===== config.mk =====
export PLATFORM = sky130hd
export DESIGN_NAME = twcw_ctrl
export DESIGN_NICKNAME = d
export VERILOG_FILES = /design/src/design/twcw_pkg.sv /design/src/design/twcw_ctrl.sv
export SDC_FILE = /design/constraint.sdc
export NUM_CORES = 1
export LEC_CHECK = 0
export ABC_AREA = 1
export BUFFER_PORTS_ARGS = -buffer_cell sky130_fd_sc_hd__buf_2
export CORE_MARGIN = 1.5
export CORE_UTILIZATION = 34
export CTS_BUF_LIST = sky130_fd_sc_hd__clkbuf_16
export DETAILED_ROUTE_END_ITERATION = 10
export PLACE_DENSITY = 0.6
export SETUP_SLACK_MARGIN = 0.2
export SKIP_CTS_REPAIR_TIMING = 1
export SYNTH_ARGS = -nofsm -noshare
export SYNTH_HDL_FRONTEND = slang
export SYNTH_SLANG_ARGS = --single-unit

===== constraint.sdc =====
create_clock -name i_clk -period 1.15 [get_ports i_clk]
set_clock_uncertainty 0.05 [all_clocks]
set_input_delay 0 -clock i_clk [delete_from_list [all_inputs] [get_ports i_clk]]
set_output_delay 0 -clock i_clk [all_outputs]
set_load 0.02 [all_outputs]

===== src/design/twcw_pkg.sv =====
`timescale 1ns / 1ps
// ----------------------------------------------------------------------------
// twcw_pkg
// Screen geometry, codes and controller/datapath interface types.
// ----------------------------------------------------------------------------
package twcw_pkg;

    localparam int SCREEN_COLS = 80;
    localparam int SCREEN_ROWS = 25;
    localparam int TAB_WIDTH   = 4;

    localparam int COL_W  = 7;
    localparam int ROW_W  = 5;
    localparam int CELL_W = 16;
    localparam int CELLS  = SCREEN_COLS * SCREEN_ROWS;
    localparam int ADDR_W = $clog2(CELLS);
    localparam int TCNT_W = $clog2(TAB_WIDTH + 1);

    // actions
    localparam logic [1:0] ACT_PRINT  = 2'd0;
    localparam logic [1:0] ACT_CLEAR  = 2'd1;
    localparam logic [1:0] ACT_SETCUR = 2'd2;
    localparam logic [1:0] ACT_READ   = 2'd3;

    // configuration register indexes
    localparam logic [1:0] CFG_FIRST_COL = 2'd0;
    localparam logic [1:0] CFG_LAST_COL  = 2'd1;
    localparam logic [1:0] CFG_FIRST_ROW = 2'd2;
    localparam logic [1:0] CFG_LAST_ROW  = 2'd3;

    // character codes
    localparam logic [7:0] CH_NUL   = 8'h00;
    localparam logic [7:0] CH_BS    = 8'h08;
    localparam logic [7:0] CH_TAB   = 8'h09;
    localparam logic [7:0] CH_LF    = 8'h0A;
    localparam logic [7:0] CH_BLANK = 8'h20;

    typedef struct packed {
        logic wipe;
        logic latch;
        logic exec_bs;
        logic tab_load;
        logic put;
        logic adv;
        logic scr_rd;
        logic scr_wr;
        logic blank;
        logic fill_init;
        logic fill;
        logic set_cur;
        logic rd_issue;
        logic rd_cap;
    } t_cmd;

    typedef struct packed {
        logic [1:0] action;
        logic       is_nul;
        logic       is_bs;
        logic       is_lf;
        logic       is_tab;
        logic       rd_in_range;
        logic       need_scroll;
        logic       scr_empty;
        logic       scr_last;
        logic       col_last;
        logic       fill_last;
        logic       more_tab;
        logic       wipe_last;
    } t_stat;

endpackage


===== src/design/twcw_ctrl.sv =====
`timescale 1ns / 1ps
// ----------------------------------------------------------------------------
// twcw_ctrl
// Sequencer: wipes the store after reset and steps each item through
// the datapath (cell writes and reads, cursor moves, scroll and fill sweeps).
// ----------------------------------------------------------------------------
module twcw_ctrl (
    input  logic            i_clk,
    input  logic            i_rst_n,
    input  logic            start,
    input  twcw_pkg::t_stat i_stat,
    output twcw_pkg::t_cmd  o_cmd,
    output logic            busy,
    output logic            o_done
);
    import twcw_pkg::*;

    typedef enum logic [11:0] {
        S_WIPE   = 12'b0000_0000_0001,
        S_IDLE   = 12'b0000_0000_0010,
        S_EXEC   = 12'b0000_0000_0100,
        S_PUT    = 12'b0000_0000_1000,
        S_ADV    = 12'b0000_0001_0000,
        S_SCR_RD = 12'b0000_0010_0000,
        S_SCR_WR = 12'b0000_0100_0000,
        S_BLANK  = 12'b0000_1000_0000,
        S_FILL   = 12'b0001_0000_0000,
        S_RD     = 12'b0010_0000_0000,
        S_RD_CAP = 12'b0100_0000_0000,
        S_DONE   = 12'b1000_0000_0000
    } t_state;

    t_state r_state, n_state;

    always_ff @(posedge i_clk) begin
        if (!i_rst_n) begin
            r_state <= S_WIPE;
        end else begin
            r_state <= n_state;
        end
    end

    assign busy   = (r_state != S_IDLE);
    assign o_done = (r_state == S_DONE);

    // next state and commands
    always_comb begin
        n_state = r_state;
        o_cmd   = '0;
        case (r_state)
            S_WIPE: begin
                o_cmd.wipe = 1'b1;
                if (i_stat.wipe_last) n_state = S_IDLE;
            end
            S_IDLE: begin
                if (start) begin
                    o_cmd.latch = 1'b1;
                    n_state     = S_EXEC;
                end
            end
            S_EXEC: begin
                case (i_stat.action)
                    ACT_PRINT: begin
                        if (i_stat.is_nul) begin
                            n_state = S_DONE;
                        end else if (i_stat.is_bs) begin
                            o_cmd.exec_bs = 1'b1;
                            n_state       = S_DONE;
                        end else if (i_stat.is_lf) begin
                            n_state = S_ADV;
                        end else begin
                            o_cmd.tab_load = i_stat.is_tab;
                            n_state        = S_PUT;
                        end
                    end
                    ACT_CLEAR: begin
                        o_cmd.fill_init = 1'b1;
                        n_state         = S_FILL;
                    end
                    ACT_SETCUR: begin
                        o_cmd.set_cur = 1'b1;
                        n_state       = S_DONE;
                    end
                    default: begin
                        n_state = i_stat.rd_in_range ? S_RD : S_DONE;
                    end
                endcase
            end
            S_PUT: begin
                o_cmd.put = 1'b1;
                n_state   = S_ADV;
            end
            S_ADV: begin
                o_cmd.adv = 1'b1;
                if (i_stat.need_scroll) begin
                    n_state = i_stat.scr_empty ? S_BLANK : S_SCR_RD;
                end else begin
                    n_state = i_stat.more_tab ? S_PUT : S_DONE;
                end
            end
            S_SCR_RD: begin
                o_cmd.scr_rd = 1'b1;
                n_state      = S_SCR_WR;
            end
            S_SCR_WR: begin
                o_cmd.scr_wr = 1'b1;
                n_state = (i_stat.col_last && i_stat.scr_last) ? S_BLANK : S_SCR_RD;
            end
            S_BLANK: begin
                o_cmd.blank = 1'b1;
                if (i_stat.col_last) n_state = i_stat.more_tab ? S_PUT : S_DONE;
            end
            S_FILL: begin
                o_cmd.fill = 1'b1;
                if (i_stat.fill_last) n_state = S_DONE;
            end
            S_RD: begin
                o_cmd.rd_issue = 1'b1;
                n_state        = S_RD_CAP;
            end
            S_RD_CAP: begin
                o_cmd.rd_cap = 1'b1;
                n_state      = S_DONE;
            end
            S_DONE: begin
                n_state = S_IDLE;
            end
            default: begin
                n_state = S_IDLE;
            end
        endcase
    end

endmodule


==> results of run 1 <==
[placed cells by master (no fill, tap or decap), types with 5 or more instances in the layout]
cell and instances:
inv_1 21, nor2_2 5, nand2_1 24, dfxtp_2 7, inv_2 9, buf_6 7, nand3_1 12, buf_2 19
nor2_1 18, buf_4 39, nor2_4 8, nand2_2 11
[routing by layer]
layer  GRT usage [%]  share of wire (%)  up-vias
li1                -                  -      663
met1            22.1                 39      604
met2            33.3                 52       66
met3            1.38                5.5       13
met4            12.6                3.1        0
met5               0                  0        -
[kinds of logic (layout without fill, tap and decap cells)]
kind of cell,Yosys count,count (layout),share of synthesized area [%]
AOI/OAI and AO/OA,12,12,6.73
buffers and inverters,35,105,13.6
and+or+nand+nor,106,106,54.8
DFF,12,12,24.9
[per-stage QoR]
step	utilization [%]	setup slack [ns]
2_1_floorplan	-	-0.110
3_3_place_gp	54.4	-0.236
3_5_place_dp	54.4	-0.245
4_1_cts	57.2	-0.442
5_1_grt	65.7	-0.487
6_report	65.7	-0.404
[worst min-delay path: stages]
cell,delay [ns]
buf_2,0.07
nand2_1,0.05
nand2_1,0.08
a21oi_2,0.05
[report_power, final]
part	total (mW)	leakage, nW	switching, mW	internal, mW
registers	0.439	0.101	0.0122	0.427
clock network	0.634	0.0370	0.181	0.453
logic	0.335	0.764	0.181	0.154
total	1.41	0.901	0.374	1.03
[final cells by class]
type	count	area, µm²
Tap cell	31	38.8
Fill cell	227	938
Inverter	35	141
Timing Repair Buffer	67	487
Sequential cell	12	253
Clock buffer	3	75.1
Multi-Input combinational cell	118	801
[worst paths after layout]
check	start	cells after the start	slack, ns	end
setup / recovery	r_state[0]$_SDFFE_PN1P_	8	-0.40	o_cmd[10]
setup reg to reg	r_state[1]$_SDFFE_PN0P_	8	-0.35	r_state[7]$_SDFFE_PN0P_
hold reg to reg	r_state[3]$_SDFFE_PN0P_	3	0.60	r_state[9]$_SDFFE_PN0P_
hold / removal	i_stat[4]	4	0.02	r_state[5]$_SDFFE_PN0P_
==> flow_summary.ini, run 1 <==
[layout]
reg_top3 = r_state: 12 flops
n_antenna_cell = 0
largest_reg_flops = 12
fin_area_mm2 = 0.00180
area_delta_synth_final_pct = 85.9
nets = 254
instances_no_fill = 266
layout-drive-gt1-share_pct = 57.0
largest_register = r_state

[pwr]
leakagePower_nw = 0.901
p_total_mw = 1.41
power_density_mw_per_mm2 = 784
ir_worst_vdd_uv = 896

[yosys]
synth-edff-count = 0
postSynthCellCount = 165
netlist-cell-type-count = 23
ys_seq_area_share_pct = 24.9
synth.most_common_cell = nand2_1
syn_area_um2 = 966
synthTopCellsByArea = dfxtp_1 25%, nand2_1 13%, inv_1 12%, nor2_1 10%, nand3_1 8.3%
synth-main-ff-cell = dfxtp_1
synth_top_cell_by_area = dfxtp_1
yosys_warnings = 0
synth_top_area_share_pct = 24.9
ys_ff_latch = 12
syn_avg_cell_area_um2 = 5.85
synthArstFlopShare_pct = 0
yosys-top-cells-count = 33 x nand2_1, 31 x inv_1, 26 x nor2_1
syn-num-nets = 182

[timing]
relSlewSlack_pct = 77.4
fin_ws_ns = -0.404
rsz0062_at_grt = yes
finalCritPeriodShare_pct = 135
worstMarginPinSlew_ns = 0.337
period_needed_ns = 1.55
finalSetupTns_ns = -7.46
whs_ns = 0.0161
slew_violations = 0
setup_violations = 28
fmax_ghz = 0.643
finalHoldViolCount = 0

[routing]
vias_per_cell = 5.06
num_vias = 1346
routedWlPerCell_um = 12.6
first_pass_iters = 5
drc_errors = 0
antenna_left = 0
routed_wl_um = 3340
drt_iter0_markers = 35

[clock_network]
cts_sinks = 12
cts_tree = built
cts_made_buffers = 3
clkSlewWorstSetupHoldPaths_ns = 0.04
h-tree-depth = 1
ctsLongestPathBuffers = 2
cts_root_buf = clkbuf_16
clk_latency_ns = 0.24

[worst_setup_path]
critical_path_class = register to primary output
crit_required_ns = 1.10
critPathArrivalTime_ns = 1.50
crit_path_max_fanout = 6
crit_path_top_delay_cell = dfxtp_4
cp-end-kind = primary output
critical-path-top-delay-family = simple AND/OR/NAND/NOR gates
crit_chain = inv_4 -> nand2_4 -> nor3_4 -> nand2_8 -> inv_2 -> nand3b_1 -> nor2_2 -> buf_6
crit_path_start_kind = register
max_stage_delay_ns = 0.36
critPathBufInv = 3

[global_routing]
grt_pass1_wl_um = 4840
overflow = 0
grtUsageTotal_pct = 19.0
grt_max_degree = 9
antenna_found_initial = 0
grt_pass1_vias = 1166

[floorplan]
dieArea_mm2 = 0.00317
ios = 33
die_width_um = 56.3
die_h_um = 56.3
floorplan.initialDensity_pct = 35.3
rows = 19
coreArea_mm2 = 0.00273

[flow_run]
cap_violations = 0

[placed_design]
hpwlAfterDp_um = 2440
place_area_mm2 = 0.00149
numPortBuffers = 32
place_congestion = 0.825
placedCellCount = 252

[min_path]
min_path_type = primary input to register

[outcome]
violations = negative setup slack
status = complete, but fails checks
Note: power is estimated with default switching activity, not from simulation.
==> run 2: changes to the inputs <==
Settings changed: CORE_UTILIZATION 34 to 35, PLACE_DENSITY 0.6 to 0.61, REMOVE_ABC_BUFFERS from default to 1.
==> run 2 against run 1 <==
- the run ends with negative hold slack, negative setup slack left
- flip-flop and latch count stayed put
- utilization is 1.4 points lower
- sequential share of layout area is 1.1 points higher
- routed wire length is 8.4% lower
- critical endpoint is now o_cmd[7]
- largest cell class unchanged
- largest power group unchanged
==> flow_summary.ini, run 2 (synthesis results as in run 1) <==
[outcome]
status = complete, but fails checks
violations = negative hold slack, negative setup slack

[routing]
drc_errors = 0
antenna_left = 0
num_vias = 1284
drt_iter0_markers = 31
vias_per_cell = 4.96
first_pass_iters = 4
routed_wl_um = 3060
routedWlPerCell_um = 11.8

[worst_setup_path]
rr_endpoint = r_state[3]$_SDFFE_PN0P_
worst-r2r-setup-slack_ns = -0.31
crit_path_start_kind = register
critical_path_class = register to primary output
crit_path_max_fanout = 3
reg2reg_depth = 9
rr_startpoint = r_state[5]$_SDFFE_PN0P_
cp-end-kind = primary output
critPathArrivalTime_ns = 1.48
crit_required_ns = 1.10

[pwr]
power_density_mw_per_mm2 = 821
leakagePower_nw = 0.882
ir_worst_vdd_uv = 683

[floorplan]
floorplan.initialDensity_pct = 38.0
ios = 33
dieArea_mm2 = 0.00308
coreArea_mm2 = 0.00254
die_width_um = 55.5
die_h_um = 55.5
rows = 18

[clock_network]
clkSlewWorstSetupHoldPaths_ns = 0.04
cts_tree = built
cts_root_buf = clkbuf_16
cts_sinks = 12
h-tree-depth = 1
clk_latency_ns = 0.24
ctsLongestPathBuffers = 2
cts_made_buffers = 3

[timing]
whs_ns = -0.0100
worstMarginPinSlew_ns = 0.303
fmax_ghz = 0.654
setup_violations = 28
fin_ws_ns = -0.379
slew_violations = 0
finalHoldViolCount = 1
rsz0062_at_grt = yes
relSlewSlack_pct = 79.6
period_needed_ns = 1.53
finalCritPeriodShare_pct = 133

[layout]
final_cell_mix = 38 x buf_4, 30 x nand2_1, 28 x inv_1
n_antenna_cell = 0
nets = 248
area_delta_synth_final_pct = 69.3
fin_util_pct = 64.3
layout-drive-gt1-share_pct = 48.9
instances_no_fill = 259
largest_reg_flops = 12
reg_top3 = r_state: 12 flops
largest_register = r_state
layout_commonest_cell = buf_4

[placed_design]
numPortBuffers = 32
placedCellCount = 250
hpwlAfterDp_um = 2230
place_congestion = 0.877

[min_path]
hold_end = r_state[5]$_SDFFE_PN0P_
min_path_type = primary input to register
hp-start = i_stat[5]
whs_path_depth = 4

[global_routing]
grt_pass1_vias = 1049
overflow = 0
grtUsageMet1_pct = 22.6
grt_pass1_wl_um = 4420
grt_max_degree = 8
grt_use_met3_pct = 3.75
antenna_found_initial = 0
grt.busiest_layer = met2
grtUsageTotal_pct = 18.0
use_met2_pct = 28.7

[flow_run]
cap_violations = 0
## run 2: how the worst max path moves through the flow
stage	from	to	slack, ns	cells past startpoint
after floorplan	r_state[8]$_SDFFE_PN0P_	o_cmd[11]	-0.44	5
after CTS	r_state[7]$_SDFFE_PN0P_	o_cmd[2]	-0.49	7
after global routing	r_state[5]$_SDFFE_PN0P_	r_state[3]$_SDFFE_PN0P_	-0.43	9
after global placement	r_state[10]$_SDFFE_PN0P_	r_state[11]$_SDFFE_PN0P_	-0.36	7
final	r_state[4]$_SDFFE_PN0P_	o_cmd[7]	-0.38	6
after detailed placement	r_state[10]$_SDFFE_PN0P_	r_state[11]$_SDFFE_PN0P_	-0.38	7
## run 2: report_power, final
group | switching [mW] | internal [mW] | total (mW)
logic | 0.159 | 0.126 | 0.285
registers | 0.00665 | 0.428 | 0.435
clock network | 0.172 | 0.452 | 0.624
## run 2: per-stage QoR
step	instance area [µm²]	setup WS, ns	setup TNS [ns]	power (mW)
floorplan	966	-0.437	-2.71	0.562
global placement	1340	-0.363	-3.70	0.649
finish	1640	-0.379	-6.40	1.34
detailed placement	1340	-0.384	-3.95	0.650
global route	1640	-0.430	-8.59	1.41
CTS	1410	-0.491	-8.52	1.27
## run 2: area by class of cell
| type | instances | area [µm²] |
|---|---|---|
| fill | 229 | 910 |
| multi-input combinational | 118 | 731 |
| sequential | 12 | 249 |
| inverter | 35 | 131 |
| timing repair buffer | 61 | 412 |
| tap | 30 | 37.5 |
| clock buffer | 3 | 75.1 |
## run 2: worst max-delay path, cell delays in order (launching register included)
cell and delay (ns):
dfxtp_1 0.33, buf_4 0.15, nor3_1 0.29, nand2_1 0.13, buf_4 0.16, inv_1 0.04, buf_2 0.15
## run 2: layer usage
| layer | vias to the layer above | part of all wire [%] |
|---|---|---|
| met3 | 4 | 8.5 |
| met1 | 569 | 42 |
| met4 | 0 | 1.2 |
| met2 | 63 | 49 |
| met5 | - | 0 |
| li1 | 648 | - |
